$ cat src/dsu_pkg.sv
// ----------------------------------------------------------------------------
// dsu_pkg: shared types and constants for the deduplicating set union
// Word formats for both channels and the token that walks the cell chain.
// ----------------------------------------------------------------------------
package dsu_pkg;

  localparam int CAPACITY   = 256;
  localparam int POINT_BITS = 16;

  // Width of the point field on the input channel
  localparam int POINT_W = 16;
  // Width of the union_count field on the output channel
  localparam int UCOUNT_W = 9;

  // Bits of a point that take part in the compare
  localparam int KEY_W = (POINT_BITS < POINT_W) ? POINT_BITS : POINT_W;
  // Entry index and entry count widths
  localparam int IDX_W = (CAPACITY > 1) ? $clog2(CAPACITY) : 1;
  localparam int CNT_W = $clog2(CAPACITY + 1);

  typedef struct packed {
    logic [POINT_W-1:0] point;
    logic               last_of_merge;
  } in_word_t;

  typedef struct packed {
    logic                added;
    logic                duplicate;
    logic                dropped;
    logic [UCOUNT_W-1:0] union_count;
    logic                merge_done;
  } out_word_t;

  // Query token handed from cell to cell
  typedef struct packed {
    logic             vld;
    logic [KEY_W-1:0] key;
    logic             hit;
    logic             added;
    logic             last;
  } token_t;

endpackage

$ cat src/dsu_cell.sv
// ----------------------------------------------------------------------------
// dsu_cell: one entry of the union store
// Holds one point, compares it with the passing token and appends the
// token's point when this cell is the first free slot and no earlier cell matched.
// ----------------------------------------------------------------------------
module dsu_cell
  import dsu_pkg::*;
(
  input  logic             clk_i,
  input  logic             rst_ni,
  input  logic [IDX_W-1:0] idx_i,
  input  logic [CNT_W-1:0] count_i,
  input  token_t           tok_i,
  output token_t           tok_o
);

  logic [KEY_W-1:0] entry_q;
  token_t           tok_q;
  token_t           tok_d;
  logic             ent_valid;
  logic             match;
  logic             wr_en;

  assign ent_valid = CNT_W'(idx_i) < count_i;
  assign match     = tok_i.vld && ent_valid && (entry_q == tok_i.key);
  // All valid entries sit left of the free slot, so hit is final here
  assign wr_en     = tok_i.vld && !tok_i.hit && (CNT_W'(idx_i) == count_i);

  always_comb begin
    tok_d       = tok_i;
    tok_d.hit   = tok_i.hit | match;
    tok_d.added = tok_i.added | wr_en;
  end

  always_ff @(posedge clk_i) begin
    if (wr_en) begin
      entry_q <= tok_i.key;
    end
  end

  always_ff @(posedge clk_i or negedge rst_ni) begin
    if (!rst_ni) begin
      tok_q <= '0;
    end else begin
      tok_q <= tok_d;
    end
  end

  assign tok_o = tok_q;

endmodule

$ cat config.mk
export PLATFORM = sky130hd
export DESIGN_NAME = dsu_cell
export DESIGN_NICKNAME = d
export VERILOG_FILES = /design/src/dsu_pkg.sv /design/src/dsu_cell.sv
export SDC_FILE = /design/constraint.sdc
export NUM_CORES = 1
export LEC_CHECK = 0
export BUFFER_PORTS_ARGS = -buffer_cell sky130_fd_sc_hd__buf_2
export CAP_MARGIN = 20
export CORE_MARGIN = 1.5
export CORE_UTILIZATION = 50
export CTS_BUF_LIST = sky130_fd_sc_hd__clkbuf_4 sky130_fd_sc_hd__clkbuf_8
export CTS_CLUSTER_SIZE = 28
export DETAILED_ROUTE_END_ITERATION = 8
export PLACE_DENSITY = 0.83
export REMOVE_ABC_BUFFERS = 1
export SETUP_SLACK_MARGIN = 0.1
export SKIP_LAST_GASP = 1
export SYNTH_ARGS = -nofsm -noshare
export SYNTH_HDL_FRONTEND = slang
export SYNTH_SLANG_ARGS = --single-unit
$ cat constraint.sdc
create_clock -name clk_i -period 1.8 [get_ports clk_i]
set_clock_uncertainty 0.15 [all_clocks]
set_input_delay 0 -clock clk_i [delete_from_list [all_inputs] [get_ports clk_i]]
set_output_delay 0 -clock clk_i [all_outputs]
set_load 0.01 [all_outputs]
==> results_dict.tcl, run 1 <==
set metrics [dict create \
    status "complete, no violations" \
    synth_xor_area_share_pct 10.14 \
    postSynthAreaPerCell_sq_um 15.53 \
    fin_util_pct 78.56 \
    grt_setup_unrepaired "no" \
    clock-sinks 36 \
    yosys.area_share.simple_pct 6.244 \
    clkTransAtPathRegs_ns 0.10 \
    synth_fa_ha_area_share_pct 7.240 \
    crit_type "in2reg" \
    die_h_um 55.59 \
    cts_setup_buffers 0 \
    grt_pass1_vias 1097 \
    hold_class "in2async" \
    rows 18 \
    place_congestion 0.8773 \
    ys_seq_area_share_pct 70.95 \
    numPortBuffers 58 \
    syn_inst 89 \
    fmax_mhz 731.7 \
    wirelength_um 2960 \
    drive_gt1_share_pct 38.98 \
    postRouteAntennaNets 0 \
    cts_tree "done" \
    cts_max_level 2 \
    critical_path_peak_fanout 17 \
    p_per_area_nw_per_um2 773.2 \
    required_ns 1.68 \
    grt_pass1_wl_um 4933 \
    fin_nets 223 \
    muxShareOfSynthArea_pct 0 \
    hold_violations 0 \
    worstMarginPinSlew_ns 0.4534 \
    grt_start_max_net_pins 21 \
    insertion_delay_ns 0.33 \
    period_minus_slack_ns 1.367 \
    synth_top_family_by_area "XOR/XNOR gates" \
    power_leakage_nw 0.9219 \
    via_count 994 \
    drtIter0Drc 20 \
    peakVddDrop_v 0.0007522 \
    start_util_pct 54.33 \
    via_per_inst 4.802 \
    setup_viol_count_final 0 \
    netlist_area_sq_um 1383 \
    tns_ns 0 \
    post_drt_wl_per_cell_um 14.30 \
    stdcell_area_sq_um 1999 \
    cts_buffer_depth 2 \
    ys_ff_latch 36 \
    antenna_cells 0 \
    drtPass1Iterations 4 \
    period_share_pct 75.93 \
    grt_usage_pct 21.39 \
    fillers 173 \
    yosysUniqueCellTypes 19 \
    drc 0 \
    area_delta_synth_final_pct 44.62 \
    synth-compound-area-share_pct 2.986 \
    dpl.hpwl_um 1901 \
    timing.slew.headroom_pct 69.77 \
    multi_input_area_sq_um 372.9 \
    report.final.slew_viol_count 0 \
    yosysWarningCount 0 \
    cts_root_buf "clkbuf_4" \
    cts_buffers 5 \
    critPathLaunchType "input port" \
    grt_remaining_overflow 0 \
    whs_ns 0.001139 \
    dieArea_sq_um 3090 \
    antenna_found_initial 0 \
    core_region_area_sq_um 2545 \
    seqCellArea_sq_um 980.9 \
    crit_path_end_kind "flop" \
    cap_violations 0 \
    dpl_cell_area_sq_um 1723 \
    arrival_ns 1.24 \
    num_io_pins 59 \
    die_x_um 55.59 \
]
-- layout make-up --
class	count	area share, %
Multi-Input combinational cell	44	18.65
Timing Repair Buffer	80	25.41
Clock buffer	8	3.317
Tap cell	30	1.877
Sequential cell	36	49.06
Inverter	9	1.690
-- layout by cell type, fill, tap and decap left out --
cell / count
buf_2: 58
dlygate4sd3_1: 21
dfrtp_1: 20
edfxtp_1: 16
xnor2_1: 11
inv_1: 9
ha_1: 8
clkbuf_4: 7
xor2_1: 5
nand3_1: 3
nand4b_1: 2
a21oi_1: 2
nand4_1: 2
nor3_1: 2
nor3_2: 1
or2_2: 1
nor2b_1: 1
o21bai_1: 1
a31o_1: 1
nor3b_1: 1
o21ai_0: 1
nor4_1: 1
a41o_1: 1
clkbuf_8: 1
buf_4: 1
-- routing by layer --
metal	track usage [%]	routed length [um]	vias to the layer above	share of wire [%]
met3	7.674	208	3	7.0
met5	0	0	-	0
met2	37.59	1484	46	50
met4	7.317	33	0	1.1
met1	23.96	1233	459	42
li1	-	-	486	-
-- critical path, stage by stage --
cell	delay (ns)
dlygate4sd3_1	0.53
buf_2	0.13
nand4b_1	0.18
nor3_2	0.12
buf_4	0.28
-- path summary, 6_finish.rpt --
path,startpoint,to,slack [ns],cells after the start
hold reg to reg,entry_q[1],tok_o[2],0.60,3
setup reg to reg,entry_q[2],tok_o[2],0.46,4
hold / removal,rst_ni,tok_o[12],0.001,2
setup / recovery,tok_i[2],entry_q[6],0.43,5
min in group clk_i,count_i[8],tok_o[2],0.04,4
max in group asynchronous,rst_ni,tok_o[9],1.19,2
-- repair_timing --
action / CTS / global route
resized for setup: 0 / 0
endpoints found under the hold margin: 56 / 0
setup endpoints to repair: 0 / 20
hold buffers: 22 / 0
-- per-stage QoR --
step                      power [mW]  setup slack, ns  cells
after global routing           1.612           0.3042    207
after floorplan               0.9656          -0.3895     89
after global placement         1.054           0.3561    178
final                          1.546           0.4333    207
after CTS                      1.556           0.1769    208
after detailed placement       1.062           0.3040    178
-- sequential cells by signal, summed over array words and instances, names as in the netlist --
register	count
entry_q	16
tok_o	20
-- cells by family (layout without fill, tap and decap cells) --
kind of cell,Yosys count,in the layout
DFF,36,36
xor gates and xnor gates,16,16
and+or+nand+nor,14,14
buffers and inverters,9,97
adders and majority gates,8,8
AOI/OAI and AO/OA,6,6
-- Yosys cell counts, drive strengths merged --
cell type	n	area share, %
a41o	1	0.72
nand3	3	1.1
xnor2	11	7.0
nand4	2	0.90
nor3b	1	0.54
nand4b	2	1.3
inv	9	2.4
dfrtp	20	36
nor2b	1	0.45
edfxtp	16	35
ha	8	7.2
nor4	1	0.45
a31o	1	0.63
o21ai	1	0.36
nor3	3	1.1
o21bai	1	0.54
xor2	5	3.2
or2	1	0.45
a21oi	2	0.72
-- power by group --
group / switching (mW) / total, mW / internal [mW] / leakage [nW]
logic: 0.0889 / 0.194 / 0.105 / 0.506
registers: 0.00530 / 0.886 / 0.881 / 0.377
clock network: 0.243 / 0.466 / 0.223 / 0.0394
No activity file was read; power rests on OpenSTA's default activity.
==> run 2: changes to the inputs <==
- CORE_UTILIZATION: 50 -> 48
- PLACE_DENSITY: 0.83 -> 0.8
- clock period: 1.8 -> 1.4 ns (I/O delays scaled with it)
==> run 2 against run 1 <==
Clock-buffer cell count did not move. Sequential power increased by 29%. Critical path depth did not move. Routed wire length shrank 12%. Final cell count increased by 1.4%. Cell area rose by 1.7%. Register-to-register slack worse by 0.31 ns. Via count grew 1.1%. Global-route usage decreased by 3.3 points. Hold slack better by 0.0080 ns. First-iteration DRC count rose by 45%. Utilization is 4.2 points lower. Critical path type unchanged. Critical endpoint is now entry_q[10]. Largest cell class unchanged.
==> results_dict.tcl, run 2 (synthesized netlist as in run 1, its figures left out) <==
set metrics [dict create \
    dpl.hpwl_um 1865 \
    grt_pass1_wl_um 4388 \
    hold_violations 0 \
    start_util_pct 50.57 \
    final_cell_mix "buf_2, dlygate4sd3_1, dfrtp_1" \
    clkTransAtPathRegs_ns 0.10 \
    finalWorstSetupSlack_ns 0.1394 \
    cts_root_buf "clkbuf_4" \
    period_minus_slack_ns 1.261 \
    dieArea_sq_um 3211 \
    die_h_um 56.67 \
    required_ns 1.29 \
    drtPass1Iterations 4 \
    setup_viol_count_final 0 \
    numPortBuffers 58 \
    status "complete, no violations" \
    period_share_pct 90.04 \
    drtIter0Drc 29 \
    post_drt_wl_per_cell_um 12.39 \
    clock-sinks 36 \
    power_leakage_nw 0.9337 \
    dp_slack_ns -0.05429 \
    wirelength_um 2601 \
    die_x_um 56.67 \
    hold_class "in2async" \
    tns_ns 0 \
    crit_path_max_incr_delay_ns 0.52 \
    cap_violations 0 \
    via_per_inst 4.786 \
    mostFrequentLayoutCell "buf_2" \
    antenna_cells 0 \
    cts_buffers 5 \
    arrival_ns 1.15 \
    grt_pass1_vias 1055 \
    fin_nets 225 \
    postRouteAntennaNets 0 \
    report.final.slew_viol_count 0 \
    timing.slew.headroom_pct 70.68 \
    rows 19 \
    drc 0 \
    fmax_mhz 793.3 \
    crit_buf_inv 3 \
    drive_gt1_share_pct 40.22 \
    path_depth 5 \
    critical_path.cell_chain "dlygate4sd3_1 > buf_2 > nand4b_1 > nor3_2 > buf_12" \
    core_region_area_sq_um 2734 \
    insertion_delay_ns 0.32 \
    worstMarginPinSlew_ns 0.4399 \
    grt_remaining_overflow 0 \
    finalPower_mw 1.973 \
    critical_path_peak_fanout 17 \
    critPathLaunchType "input port" \
    cpMaxStageDelayCell "dlygate4sd3_1" \
    grt_usage_pct 18.09 \
    grt_setup_unrepaired "yes" \
    place_congestion 0.7707 \
    antenna_found_initial 0 \
    via_count 1005 \
    crit_path_end_kind "flop" \
    peakVddDrop_v 0.001470 \
    critPathTopFamily "buffers and inverters" \
    area_delta_synth_final_pct 47.06 \
    cts_tree "done" \
    r2r_cells 4 \
    cts_buffer_depth 2 \
    grt_start_max_net_pins 21 \
    crit_type "in2reg" \
    num_io_pins 59 \
    cts_max_level 2 \
    cts_setup_buffers 0 \
    p_per_area_nw_per_um2 970.6 \
    largest_reg_flops 20 \
]
## run 2: cell count changes in the layout (fill, tap and decap cells not counted)
| cell | before | now |
|---|---|---|
| buf_12 | 0 | 1 |
| nor3_2 | 1 | 2 |
| nor3_1 | 2 | 1 |
| buf_4 | 1 | 2 |
## run 2: report_power, final
part           leakage (nW)  switching [mW]  internal [mW]
clock                0.0394           0.295          0.287
combinational         0.518           0.113          0.140
sequential            0.377         0.00670           1.13
## run 2: what timing repair did
action                                  in CTS  in global routing
hold buffers                                21                  0
resized for setup                            1                  0
endpoints found under the setup margin       1                  1
endpoints found under the hold margin       56                  0
## run 2: per-layer routing
layer  global-route usage, %  up-vias  share of wire, %
li1                        -      491                 -
met5                       0        -                 0
met4                   6.122        0               1.3
met3                   6.221        5               8.4
met1                   21.68      464                42
met2                   30.40       45                48
## run 2: worst paths after layout
path / from / end / slack, ns
worst max register to register: entry_q[13] / tok_o[2] / 0.15
worst min-delay path: rst_ni / tok_o[6] / 0.009
worst max-delay path: tok_i[19] / entry_q[10] / 0.14
max in group asynchronous: rst_ni / tok_o[19] / 0.79
worst min register to register: entry_q[1] / tok_o[2] / 0.62
min in group clk_i: count_i[8] / tok_o[2] / 0.07
## run 2: final cells by class
cell class	count	area [sq um]
multi-input combinational	44	377.9
fill	201	700.7
sequential	36	980.9
timing repair buffer	82	535.5
inverter	9	33.78
clock buffer	8	66.31
tap	31	38.79
## run 2: metrics by stage
step,instance area (sq um),instances,utilization (%),hold slack (ns)
4_1_cts,2033,210,74.37,0.003477
3_3_place_gp,1752,181,64.07,-0.1862
3_5_place_dp,1752,181,64.07,-0.1799
5_1_grt,2033,210,74.37,0.05231
2_1_floorplan,1383,89,-,-0.4456
6_report,2033,210,74.37,0.009124
==> run 3: changes to the inputs <==
- CORE_ASPECT_RATIO: unset -> 1.1
- CTS_CLUSTER_SIZE: 28 -> unset
- PLACE_DENSITY: 0.8 -> 0.83
==> run 3 against run 2 <==
Cell area grew 4.9%. Combinational power increased by 8%. Critical path depth decreased by 2. Hold slack improved by 0.059 ns. Critical endpoint is now tok_o[2]. Highest routed layer unchanged.
==> results_dict.tcl, run 3 (synthesized netlist as in run 1, its figures left out) <==
set metrics [dict create \
    cts_root_buf "clkbuf_4" \
    die_x_um 54.17 \
    grt_pass1_wl_um 4464 \
    crit_path_end_kind "flop" \
    grt_usage_pct 20.75 \
    dpl.hpwl_um 2008 \
    rows 20 \
    peakVddDrop_v 0.0008309 \
    cts_max_level 2 \
    power_leakage_nw 0.9976 \
    period_share_pct 91.07 \
    insertion_delay_ns 0.33 \
    via_per_inst 4.790 \
    drive_gt1_share_pct 41.40 \
    grt_start_max_net_pins 21 \
    drc 0 \
    grt_remaining_overflow 0 \
    place_congestion 0.6737 \
    drtPass1Iterations 4 \
    mostFrequentLayoutCell "buf_2" \
    antenna_cells 0 \
    wirelength_um 3153 \
    critPathLaunchType "flop" \
    dieArea_sq_um 3212 \
    largest_reg_flops 20 \
    grt_pass1_vias 1048 \
    start_util_pct 50.23 \
    period_minus_slack_ns 1.275 \
    finalPower_mw 1.959 \
    seqCellArea_sq_um 980.9 \
    postRouteAntennaNets 0 \
    p_per_area_nw_per_um2 919.0 \
    hold_violations 0 \
    fin_cells 219 \
    antenna_found_initial 0 \
    report.final.slew_viol_count 0 \
    post_drt_wl_per_cell_um 14.40 \
    numPortBuffers 58 \
    worstMarginPinSlew_ns 0.4418 \
    core_region_area_sq_um 2753 \
    drtIter0Drc 11 \
    timing.slew.headroom_pct 70.55 \
    crit_type "reg2reg" \
    fmax_mhz 784.3 \
    cts_buffers 5 \
    cts_tree "done" \
    status "complete, no violations" \
    fin_nets 232 \
    cts_buffer_depth 2 \
    setup_viol_count_final 0 \
    hold_class "in2reg" \
    grt_setup_unrepaired "yes" \
    area_delta_synth_final_pct 54.21 \
    dpl.cell_count 183 \
    num_io_pins 59 \
    die_h_um 59.29 \
    fillers 163 \
    critical_path_peak_fanout 1 \
    multi_input_area_sq_um 384.1 \
    clkTransAtPathRegs_ns 0.10 \
    clock-sinks 36 \
    final_cell_mix "buf_2, dlygate4sd3_1, dfrtp_1" \
    required_ns 1.53 \
    arrival_ns 1.40 \
    cap_violations 0 \
    via_count 1049 \
]
run 3: power breakdown:
part,leakage (nW),switching (mW),internal [mW],total [mW]
clock,0.0361,0.314,0.234,0.549
sequential,0.377,0.00748,1.13,1.14
combinational,0.585,0.122,0.149,0.271
run 3: timing repair:
item	4_1_cts	5_1_grt
hold endpoints to repair	56	1
setup buffers	0	3
pin swaps	0	2
setup endpoints to repair	1	17
gates cloned	0	2
gates resized for setup	1	3
hold buffers	22	1
run 3: worst paths after layout:
check	start	end	slack, ns	cells past startpoint
max reg2reg	entry_q[4]	tok_o[2]	0.12	3
min in group asynchronous	rst_ni	tok_o[8]	0.57	3
max in group asynchronous	rst_ni	tok_o[18]	0.21	3
min reg2reg	entry_q[7]	tok_o[2]	0.62	4
max	entry_q[4]	tok_o[2]	0.12	3
min	count_i[8]	tok_o[2]	0.07	4
run 3: per-layer routing:
| layer | part of all wire [%] | up-vias | GRT usage [%] |
|---|---|---|---|
| met5 | 0 | - | 0 |
| met4 | 0.98 | 0 | 6.071 |
| met3 | 6.4 | 4 | 7.323 |
| met2 | 56 | 45 | 39.93 |
| met1 | 36 | 496 | 19.72 |
| li1 | - | 504 | - |
run 3: worst max-delay path: stages (launching register included):
cell and delay [ns]:
edfxtp_1 0.40, xor2_1 0.15, nor4_1 0.31, a41o_1 0.21
run 3: layout make-up:
type / instances / area share [%]
Timing Repair Buffer: 89 / 29.75
Tap cell: 33 / 1.937
Sequential cell: 36 / 46.01
Inverter: 9 / 1.585
Multi-Input combinational cell: 44 / 18.02
Clock inverter: 1 / 0.2347
Clock buffer: 7 / 2.465
run 3: through the flow:
stage / instance area [sq um] / utilization [%] / hold slack (ns) / TNS (ns) / setup slack [ns]
after detailed placement: 1754 / 63.73 / -0.1781 / -1.084 / -0.06833
after floorplan: 1383 / - / -0.4456 / -13.34 / -0.7895
final: 2132 / 77.45 / 0.06828 / 0 / 0.1250
after global placement: 1754 / 63.73 / -0.1894 / -0.4976 / -0.03159
after CTS: 2037 / 74.00 / 0.07159 / 0 / 0.1085
after global routing: 2132 / 77.45 / 0.08868 / 0 / 0.01487
